===== config.mk =====
export PLATFORM = sky130hd
export DESIGN_NAME = load_aware_pause_controller_core
export DESIGN_NICKNAME = d
export VERILOG_FILES = /design/src/rtl/lapc_pkg.sv /design/src/rtl/lapc_cfg_regs.sv /design/src/rtl/lapc_eval.sv /design/src/rtl/load_aware_pause_controller_core.sv
export SDC_FILE = /design/constraint.sdc
export NUM_CORES = 1
export LEC_CHECK = 0
export BUFFER_PORTS_ARGS = -buffer_cell sky130_fd_sc_hd__buf_2
export CORE_MARGIN = 5
export CORE_UTILIZATION = 55
export DETAILED_ROUTE_END_ITERATION = 10
export GPL_TIMING_DRIVEN = 0
export PLACE_DENSITY = 0.85
export SYNTH_ARGS = -nofsm -noshare
export SYNTH_HDL_FRONTEND = slang
export SYNTH_HIERARCHICAL = 1
export SYNTH_SLANG_ARGS = --single-unit

===== constraint.sdc =====
create_clock -name clk -period 5.2 [get_ports clk]
set_clock_uncertainty 0.05 [all_clocks]
set_input_delay 0.52 -clock clk [delete_from_list [all_inputs] [get_ports clk]]
set_output_delay 0.52 -clock clk [all_outputs]
set_load 0.02 [all_outputs]

===== src/rtl/lapc_pkg.sv =====
// Shared types, widths and reset values for the load-aware pause controller.
// Used by every module under rtl; depends on nothing.
`default_nettype none

package lapc_pkg;

    localparam int TIME_W  = 27;
    localparam int USAGE_W = 10;
    localparam int DELAY_W = 22;
    localparam int IDX_W   = 2;

    localparam int IN_TDATA_W  = 56;
    localparam int OUT_TDATA_W = 8;

    localparam logic [USAGE_W-1:0] THRESHOLD_RST = USAGE_W'(250);
    localparam logic [DELAY_W-1:0] DELAY_RST     = DELAY_W'(10000);

    typedef enum logic [IDX_W-1:0] {
        REG_CPU_EN   = 2'd0,
        REG_BAT_EN   = 2'd1,
        REG_THRESH   = 2'd2,
        REG_DELAY    = 2'd3
    } reg_idx_t;

    typedef enum logic [1:0] {
        ACT_NONE   = 2'd0,
        ACT_PAUSE  = 2'd1,
        ACT_RESUME = 2'd2
    } action_t;

    typedef struct packed {
        logic               cpu_saving_enable;
        logic               battery_saving_enable;
        logic [USAGE_W-1:0] usage_threshold;
        logic [DELAY_W-1:0] confirm_delay_ms;
    } cfg_t;

    typedef struct packed {
        logic              paused_flag;
        logic              cpu_pending;
        logic              battery_pending;
        logic [TIME_W-1:0] cpu_mark_ms;
        logic [TIME_W-1:0] battery_mark_ms;
    } state_t;

    typedef struct packed {
        logic               charging;
        logic               usage_ready;
        logic [USAGE_W-1:0] usage_short;
        logic [USAGE_W-1:0] usage_long;
        logic [TIME_W-1:0]  time_of_day_ms;
    } item_t;

    typedef struct packed {
        action_t action;
        logic    is_paused;
    } result_t;

endpackage

`default_nettype wire


===== src/rtl/lapc_cfg_regs.sv =====
// Configuration register file for the load-aware pause controller.
// Depends on lapc_pkg.
`default_nettype none

module lapc_cfg_regs
    import lapc_pkg::*;
(
    input  wire logic                clk,
    input  wire logic                rst_n,
    input  wire logic                cfg_valid,
    output logic                     cfg_ready,
    input  wire logic [IDX_W-1:0]    cfg_index,
    input  wire logic [DELAY_W-1:0]  cfg_data,
    output cfg_t                     cfg
);

    cfg_t cfg_reg;
    cfg_t cfg_next;

    assign cfg_ready = 1'b1;
    assign cfg       = cfg_reg;

    always_comb
    begin
        cfg_next = cfg_reg;
        if (cfg_valid)
        begin
            case (reg_idx_t'(cfg_index))
                REG_CPU_EN: cfg_next.cpu_saving_enable     = cfg_data[0];
                REG_BAT_EN: cfg_next.battery_saving_enable = cfg_data[0];
                REG_THRESH: cfg_next.usage_threshold       = cfg_data[USAGE_W-1:0];
                REG_DELAY:  cfg_next.confirm_delay_ms      = cfg_data;
                default:    cfg_next = cfg_reg;
            endcase
        end
    end

    always_ff @(posedge clk or negedge rst_n)
    begin
        if (!rst_n)
        begin
            cfg_reg.cpu_saving_enable     <= 1'b0;
            cfg_reg.battery_saving_enable <= 1'b0;
            cfg_reg.usage_threshold       <= THRESHOLD_RST;
            cfg_reg.confirm_delay_ms      <= DELAY_RST;
        end
        else
        begin
            cfg_reg <= cfg_next;
        end
    end

endmodule

`default_nettype wire


===== src/rtl/lapc_eval.sv =====
// Tick evaluation: next trigger state, paused flag and action for one check tick.
// Purely combinational; depends on lapc_pkg.
`default_nettype none

module lapc_eval
    import lapc_pkg::*;
(
    input  wire cfg_t   cfg,
    input  wire state_t st,
    input  wire item_t  item,
    output state_t      st_next,
    output result_t     res
);

    logic [TIME_W:0] cpu_diff;
    logic [TIME_W:0] bat_diff;
    logic            cpu_passed;
    logic            bat_passed;
    logic            long_high;
    logic            short_high;
    logic            cpu_fire;
    logic            cpu_arm;
    logic            cpu_mid;
    logic            bat_mid;
    logic            bat_fire;
    logic            bat_arm;
    logic            both;
    logic            resume;
    logic            arm_both;

    assign cpu_diff = {1'b0, item.time_of_day_ms} - {1'b0, st.cpu_mark_ms};
    assign bat_diff = {1'b0, item.time_of_day_ms} - {1'b0, st.battery_mark_ms};

    assign cpu_passed = !cpu_diff[TIME_W] &&
                        (cpu_diff[TIME_W-1:0] > TIME_W'(cfg.confirm_delay_ms));
    assign bat_passed = !bat_diff[TIME_W] &&
                        (bat_diff[TIME_W-1:0] > TIME_W'(cfg.confirm_delay_ms));

    assign long_high  = item.usage_long  > cfg.usage_threshold;
    assign short_high = item.usage_short > cfg.usage_threshold;

    assign cpu_fire = st.cpu_pending && cpu_passed && short_high;
    assign cpu_arm  = !st.cpu_pending && cfg.cpu_saving_enable && item.usage_ready
                      && long_high;
    assign cpu_mid  = cpu_fire ? 1'b0 : (st.cpu_pending || cpu_arm);
    assign bat_mid  = cpu_fire ? 1'b0 : st.battery_pending;

    assign bat_fire = bat_mid && bat_passed && !item.charging;
    assign bat_arm  = !bat_mid && cfg.battery_saving_enable && !item.charging;

    assign both     = st.cpu_pending && st.battery_pending;
    assign resume   = both && cpu_passed && !short_high && item.charging;
    assign arm_both = !both && !long_high && item.charging;

    always_comb
    begin
        st_next    = st;
        res.action = ACT_NONE;
        if (!st.paused_flag)
        begin
            st_next.cpu_pending     = bat_fire ? 1'b0 : cpu_mid;
            st_next.battery_pending = bat_fire ? 1'b0 : (bat_mid || bat_arm);
            if (cpu_arm)
            begin
                st_next.cpu_mark_ms = item.time_of_day_ms;
            end
            if (bat_arm)
            begin
                st_next.battery_mark_ms = item.time_of_day_ms;
            end
            if (cpu_fire || bat_fire)
            begin
                st_next.paused_flag = 1'b1;
                res.action          = ACT_PAUSE;
            end
        end
        else if (resume)
        begin
            st_next.cpu_pending     = 1'b0;
            st_next.battery_pending = 1'b0;
            st_next.paused_flag     = 1'b0;
            res.action              = ACT_RESUME;
        end
        else if (arm_both)
        begin
            st_next.cpu_pending     = 1'b1;
            st_next.battery_pending = 1'b1;
            st_next.cpu_mark_ms     = item.time_of_day_ms;
            st_next.battery_mark_ms = item.time_of_day_ms;
        end
        res.is_paused = st_next.paused_flag;
    end

endmodule

`default_nettype wire


===== src/rtl/load_aware_pause_controller_core.sv =====
// Top level of the load-aware pause controller: input register, tick evaluation,
// controller state and result register. Depends on lapc_pkg, lapc_cfg_regs, lapc_eval.
`default_nettype none

// Each check tick yields exactly one result carrying the paused flag and the action
// taken (none, pause, resume). A tick is held in an input register, evaluated against
// the controller state and written to the result register, so a new tick is taken
// every cycle unless stalled; the result is valid once it has passed both registers.
// Ticks stall only while the result register is full and the downstream side holds
// tready low. Configuration writes are taken at any time and should be made between ticks.

module load_aware_pause_controller_core
    import lapc_pkg::*;
(
    input  wire logic                   clk,
    input  wire logic                   rst_n,

    input  wire logic                   s_axis_tvalid,
    output logic                        s_axis_tready,
    // [26:0] time_of_day_ms, [36:27] usage_long, [46:37] usage_short,
    // [47] usage_ready, [48] charging, [55:49] zero
    input  wire logic [IN_TDATA_W-1:0]  s_axis_tdata,

    output logic                        m_axis_tvalid,
    input  wire logic                   m_axis_tready,
    // [0] is_paused, [2:1] action, [7:3] zero
    output logic [OUT_TDATA_W-1:0]      m_axis_tdata,

    input  wire logic                   cfg_valid,
    output logic                        cfg_ready,
    input  wire logic [IDX_W-1:0]       cfg_index,
    input  wire logic [DELAY_W-1:0]     cfg_data
);

    localparam int ITEM_W = $bits(item_t);
    localparam int RES_W  = $bits(result_t);

    cfg_t    cfg;
    item_t   item_reg;
    logic    in_valid_reg;
    result_t res_reg;
    result_t res_next;
    logic    out_valid_reg;
    state_t  st_reg;
    state_t  st_next;
    logic    advance;
    logic    take_in;

    lapc_cfg_regs u_cfg_regs (
        .clk       (clk),
        .rst_n     (rst_n),
        .cfg_valid (cfg_valid),
        .cfg_ready (cfg_ready),
        .cfg_index (cfg_index),
        .cfg_data  (cfg_data),
        .cfg       (cfg)
    );

    lapc_eval u_eval (
        .cfg     (cfg),
        .st      (st_reg),
        .item    (item_reg),
        .st_next (st_next),
        .res     (res_next)
    );

    assign advance       = in_valid_reg && (!out_valid_reg || m_axis_tready);
    assign s_axis_tready = !in_valid_reg || advance;
    assign take_in       = s_axis_tvalid && s_axis_tready;

    assign m_axis_tvalid = out_valid_reg;
    assign m_axis_tdata  = {(OUT_TDATA_W - RES_W)'(0), res_reg};

    always_ff @(posedge clk or negedge rst_n)
    begin
        if (!rst_n)
        begin
            in_valid_reg  <= 1'b0;
            out_valid_reg <= 1'b0;
            st_reg        <= '0;
        end
        else
        begin
            if (take_in)
            begin
                in_valid_reg <= 1'b1;
            end
            else if (advance)
            begin
                in_valid_reg <= 1'b0;
            end

            if (advance)
            begin
                out_valid_reg <= 1'b1;
                st_reg        <= st_next;
            end
            else if (m_axis_tready)
            begin
                out_valid_reg <= 1'b0;
            end
        end
    end

    always_ff @(posedge clk)
    begin
        if (take_in)
        begin
            item_reg <= item_t'(s_axis_tdata[ITEM_W-1:0]);
        end
        if (advance)
        begin
            res_reg <= res_next;
        end
    end

endmodule

`default_nettype wire

==> out/qor.yml <==
status:
  status: "finished clean"
power_and_ir_drop:
  p_total_mw: 7.926
  ir_worst_vdd_mv: 0.3709
  power.switching_mw: 3.444
  p_leak_nw: 5.839
  switching_share: 0.4345
  seq_power_share: 0.223
  p_int_mw: 4.482
  powerDensity_mw_per_mm2: 626.8
  pwr-share-comb: 0.631
  clkPwrFrac: 0.147
synthesis:
  synth_area_mm2: 0.01083
  syn_inst: 1016
  async_flop_share: 0.6414
  synth-edff-count: 52
  ys_ff_latch: 145
  ys_types: 72
  synth_area_per_cell_um2: 10.66
  synth_ff_type: "dfrtp_1"
  yosysSeqAreaShare: 0.3605
  ys.warnings.count: 6
finish:
  layout_commonest_cell: "ha_1"
  post-route-util: 0.6518
  drive_above_1_share: 0.3189
  antenna_cells: 0
  final_cell_mix: "ha_1, inv_1, buf_2, mux2_2, dfrtp_1"
  largest_reg_flops: 57
  fin_nets: 1349
  areaGrowthSynthToFinish_pct: 16.79
hold_path:
  min_path_type: "in -> async"
sta:
  relSlewSlack: 0.4622
  drv_slew: 0
  fin_setup_tns_ns: 0
  timing.final.crit_share: 0.9964
  setup_viol: 0
  layout_min_cycle_time_ns: 5.181
  worst-slew-pin-transition_ns: 0.8068
  rsz0062_at_grt: "true"
  maxClockFrequency_mhz: 193.0
  timing.hold.ws_ns: 0.05184
  hold_viol: 0
cts:
  path_clk_slew_ns: 0.07
  clock_sinks: 145
  ctsRootBufferMaster: "clkbuf_16"
  cts_hold_buf: 0
  cts-root-to-sink-buffers: 2
  cts_tree: "yes"
  clock_latency_ns: 0.44
  htree_levels: 4
  cts_made_buffers: 17
floorplan:
  die_height_um: 150.3
  die_w_um: 150.3
  rows: 51
  io_pins: 96
  coreArea_mm2: 0.01940
  die_area_mm2: 0.02259
  start_util: 0.5581
global_routing:
  grt_max_degree: 52
  grt.overflow.total: 0
  antenna_found_initial: 0
  grt_pass1_wl_um: 42400
  grtUsageTotal: 0.2390
  grt_pass1_vias: 8328
drt:
  ant_nets: 0
  drcViolationCount: 0
  drtIter0Drc: 775
  vias_per_cell: 6.005
  wire_per_inst_um: 19.27
  vias: 8539
  dr.pass1.iters: 5
  drt_wl_total_um: 27400
job:
  maxCapViolCount: 0
setup_path:
  cp-start-kind: "flop"
  worstPathCellList: "ha_4 -> and2_4 -> or4_4 -> o211a_1 -> o21ai_2 -> nand3_2 -> a21o_1 -> a21oi_1 -> xnor2_1 -> ha_1 -> a2111oi_4 -> o211ai_1 -> o2111a_2 -> a2111oi_4 -> nand4_4 -> a21boi_4 -> o21ai_4 -> buf_12 -> mux2_4 -> mux2_4"
  critPathArrivalTime_ns: 5.45
  critPathCaptureType: "flop"
  cp_top_family: "compound AO/OA/AOI/OAI gates"
  cpPeakStageDelay_ns: 0.45
  crit_required_ns: 5.47
  path_buf_inv: 1
  crit_type: "reg -> reg"
  critPathMaxFanout: 10
  critPathSlowestCell: "edfxtp_1"
place:
  dpl.hpwl_um: 20210
  place_congestion: 0.9579
  portBuffers: 82
-- worst paths after layout --
check                      slack, ns                             end  depth (start not counted)                           start
max                             0.02          st_reg[24]$_DFFE_PN0P_                         20           item_reg[5]$_DFFE_PP_
min                             0.05          st_reg[22]$_DFFE_PN0P_                          1                           rst_n
max reg2reg                     0.02          st_reg[24]$_DFFE_PN0P_                         20           item_reg[5]$_DFFE_PP_
min reg2reg                     0.46  u_cfg_regs/cfg[15]$_DFFE_PN0P_                          1  u_cfg_regs/cfg[15]$_DFFE_PN0P_
max in group asynchronous       4.30   u_cfg_regs/cfg[4]$_DFFE_PN1P_                          2                           rst_n
min in group clk                0.20          item_reg[44]$_DFFE_PP_                          1                s_axis_tdata[44]
-- area by class of cell --
class / instances / area, µm²
Sequential cell: 145 / 3902
Clock buffer: 18 / 429.2
Inverter: 104 / 390.4
Clock inverter: 14 / 123.9
Buffer: 31 / 224.0
Fill cell: 1441 / 6754
Tap cell: 265 / 331.6
Timing Repair Buffer: 108 / 665.6
Multi-Input combinational cell: 737 / 6578
-- routing by layer --
layer	vias to the layer above	track usage	routed length (µm)
li1	4006	-	-
met1	4097	0.3163	11820
met5	-	0	0
met2	379	0.4005	13150
met3	57	0.04004	1680
met4	0	0.07777	756
-- logic make-up (layout without fill, tap and decap cells) --
family,after synthesis,after routing,synth area share
buffers and inverters,138,275,0.05616
AO/OA/AOI/OAI,232,232,0.1438
multiplexers,145,145,0.1713
other,2,6,0.0006937
AND/OR/NAND/NOR,195,195,0.09604
XOR/XNOR,39,39,0.03155
flip-flops,145,145,0.3605
adder cells (fa/ha/maj),120,120,0.1401
-- stage by stage --
step,cell area (µm²),worst slack [ns],instances
floorplan,10840,0.1968,1020
global route,12640,-0.09245,1422
CTS,12440,-0.0002771,1413
detailed placement,11630,-0.8013,1369
global placement,11580,-0.6083,1367
finish,12640,0.01876,1422
-- power by group through the flow --
stage / registers, mW / logic [mW] / clock network (mW)
2_1_floorplan: 1.70 / 3.42 / 0
3_3_place_gp: 1.74 / 4.18 / 0
3_5_place_dp: 1.77 / 4.35 / 0
4_1_cts: 1.75 / 4.64 / 1.18
5_1_grt: 1.80 / 5.39 / 1.23
6_report: 1.76 / 5.00 / 1.16
-- cell usage after synthesis (3+ instances only) --
master,count,area share
edfxtp_1,52,0.14
nand2_1,40,0.014
o221ai_1,3,0.0024
clkbuf_1,15,0.0052
and4_1,10,0.0081
ha_1,118,0.14
o21a_1,10,0.0069
nor3_1,10,0.0046
nor2b_1,9,0.0052
buf_4,7,0.0049
o31a_1,3,0.0024
nand3_1,22,0.010
a21o_1,28,0.019
inv_1,104,0.036
a221o_1,3,0.0028
o211ai_1,12,0.0083
and3_1,7,0.0040
o31ai_1,3,0.0021
nor2_1,39,0.014
buf_2,3,0.0014
xnor2_1,24,0.019
a21oi_1,65,0.030
a211oi_1,15,0.010
nand3b_1,4,0.0028
a2111oi_0,6,0.0049
nor4_1,4,0.0023
a31oi_1,10,0.0058
nand2b_1,10,0.0058
o21ai_0,40,0.018
dfstp_2,11,0.027
dfrtp_1,82,0.19
and2_1,7,0.0040
a22oi_1,3,0.0021
buf_6,8,0.0083
a211o_1,4,0.0032
nand4_1,20,0.012
mux2_2,86,0.089
xor2_1,15,0.012
mux2_4,59,0.082
-- worst register-to-register path, stage by stage (launching register included) --
cell,delay (ns)
edfxtp_1,0.45
ha_4,0.29
and2_4,0.14
or4_4,0.45
o211a_1,0.29
o21ai_2,0.23
nand3_2,0.13
a21o_1,0.19
a21oi_1,0.16
xnor2_1,0.10
ha_1,0.24
a2111oi_4,0.33
o211ai_1,0.14
o2111a_2,0.32
a2111oi_4,0.26
nand4_4,0.19
a21boi_4,0.21
o21ai_4,0.14
buf_12,0.18
mux2_4,0.30
mux2_4,0.28
-- repair_timing --
| action | 4_1_cts | 5_1_grt |
|---|---|---|
| endpoints found under the setup margin | 32 | 32 |
| cloned | 0 | 1 |
| pin swaps | 15 | 22 |
| buffers inserted | 12 | 11 |
| resized for setup | 43 | 27 |
No activity file was read; power rests on OpenSTA's default activity.
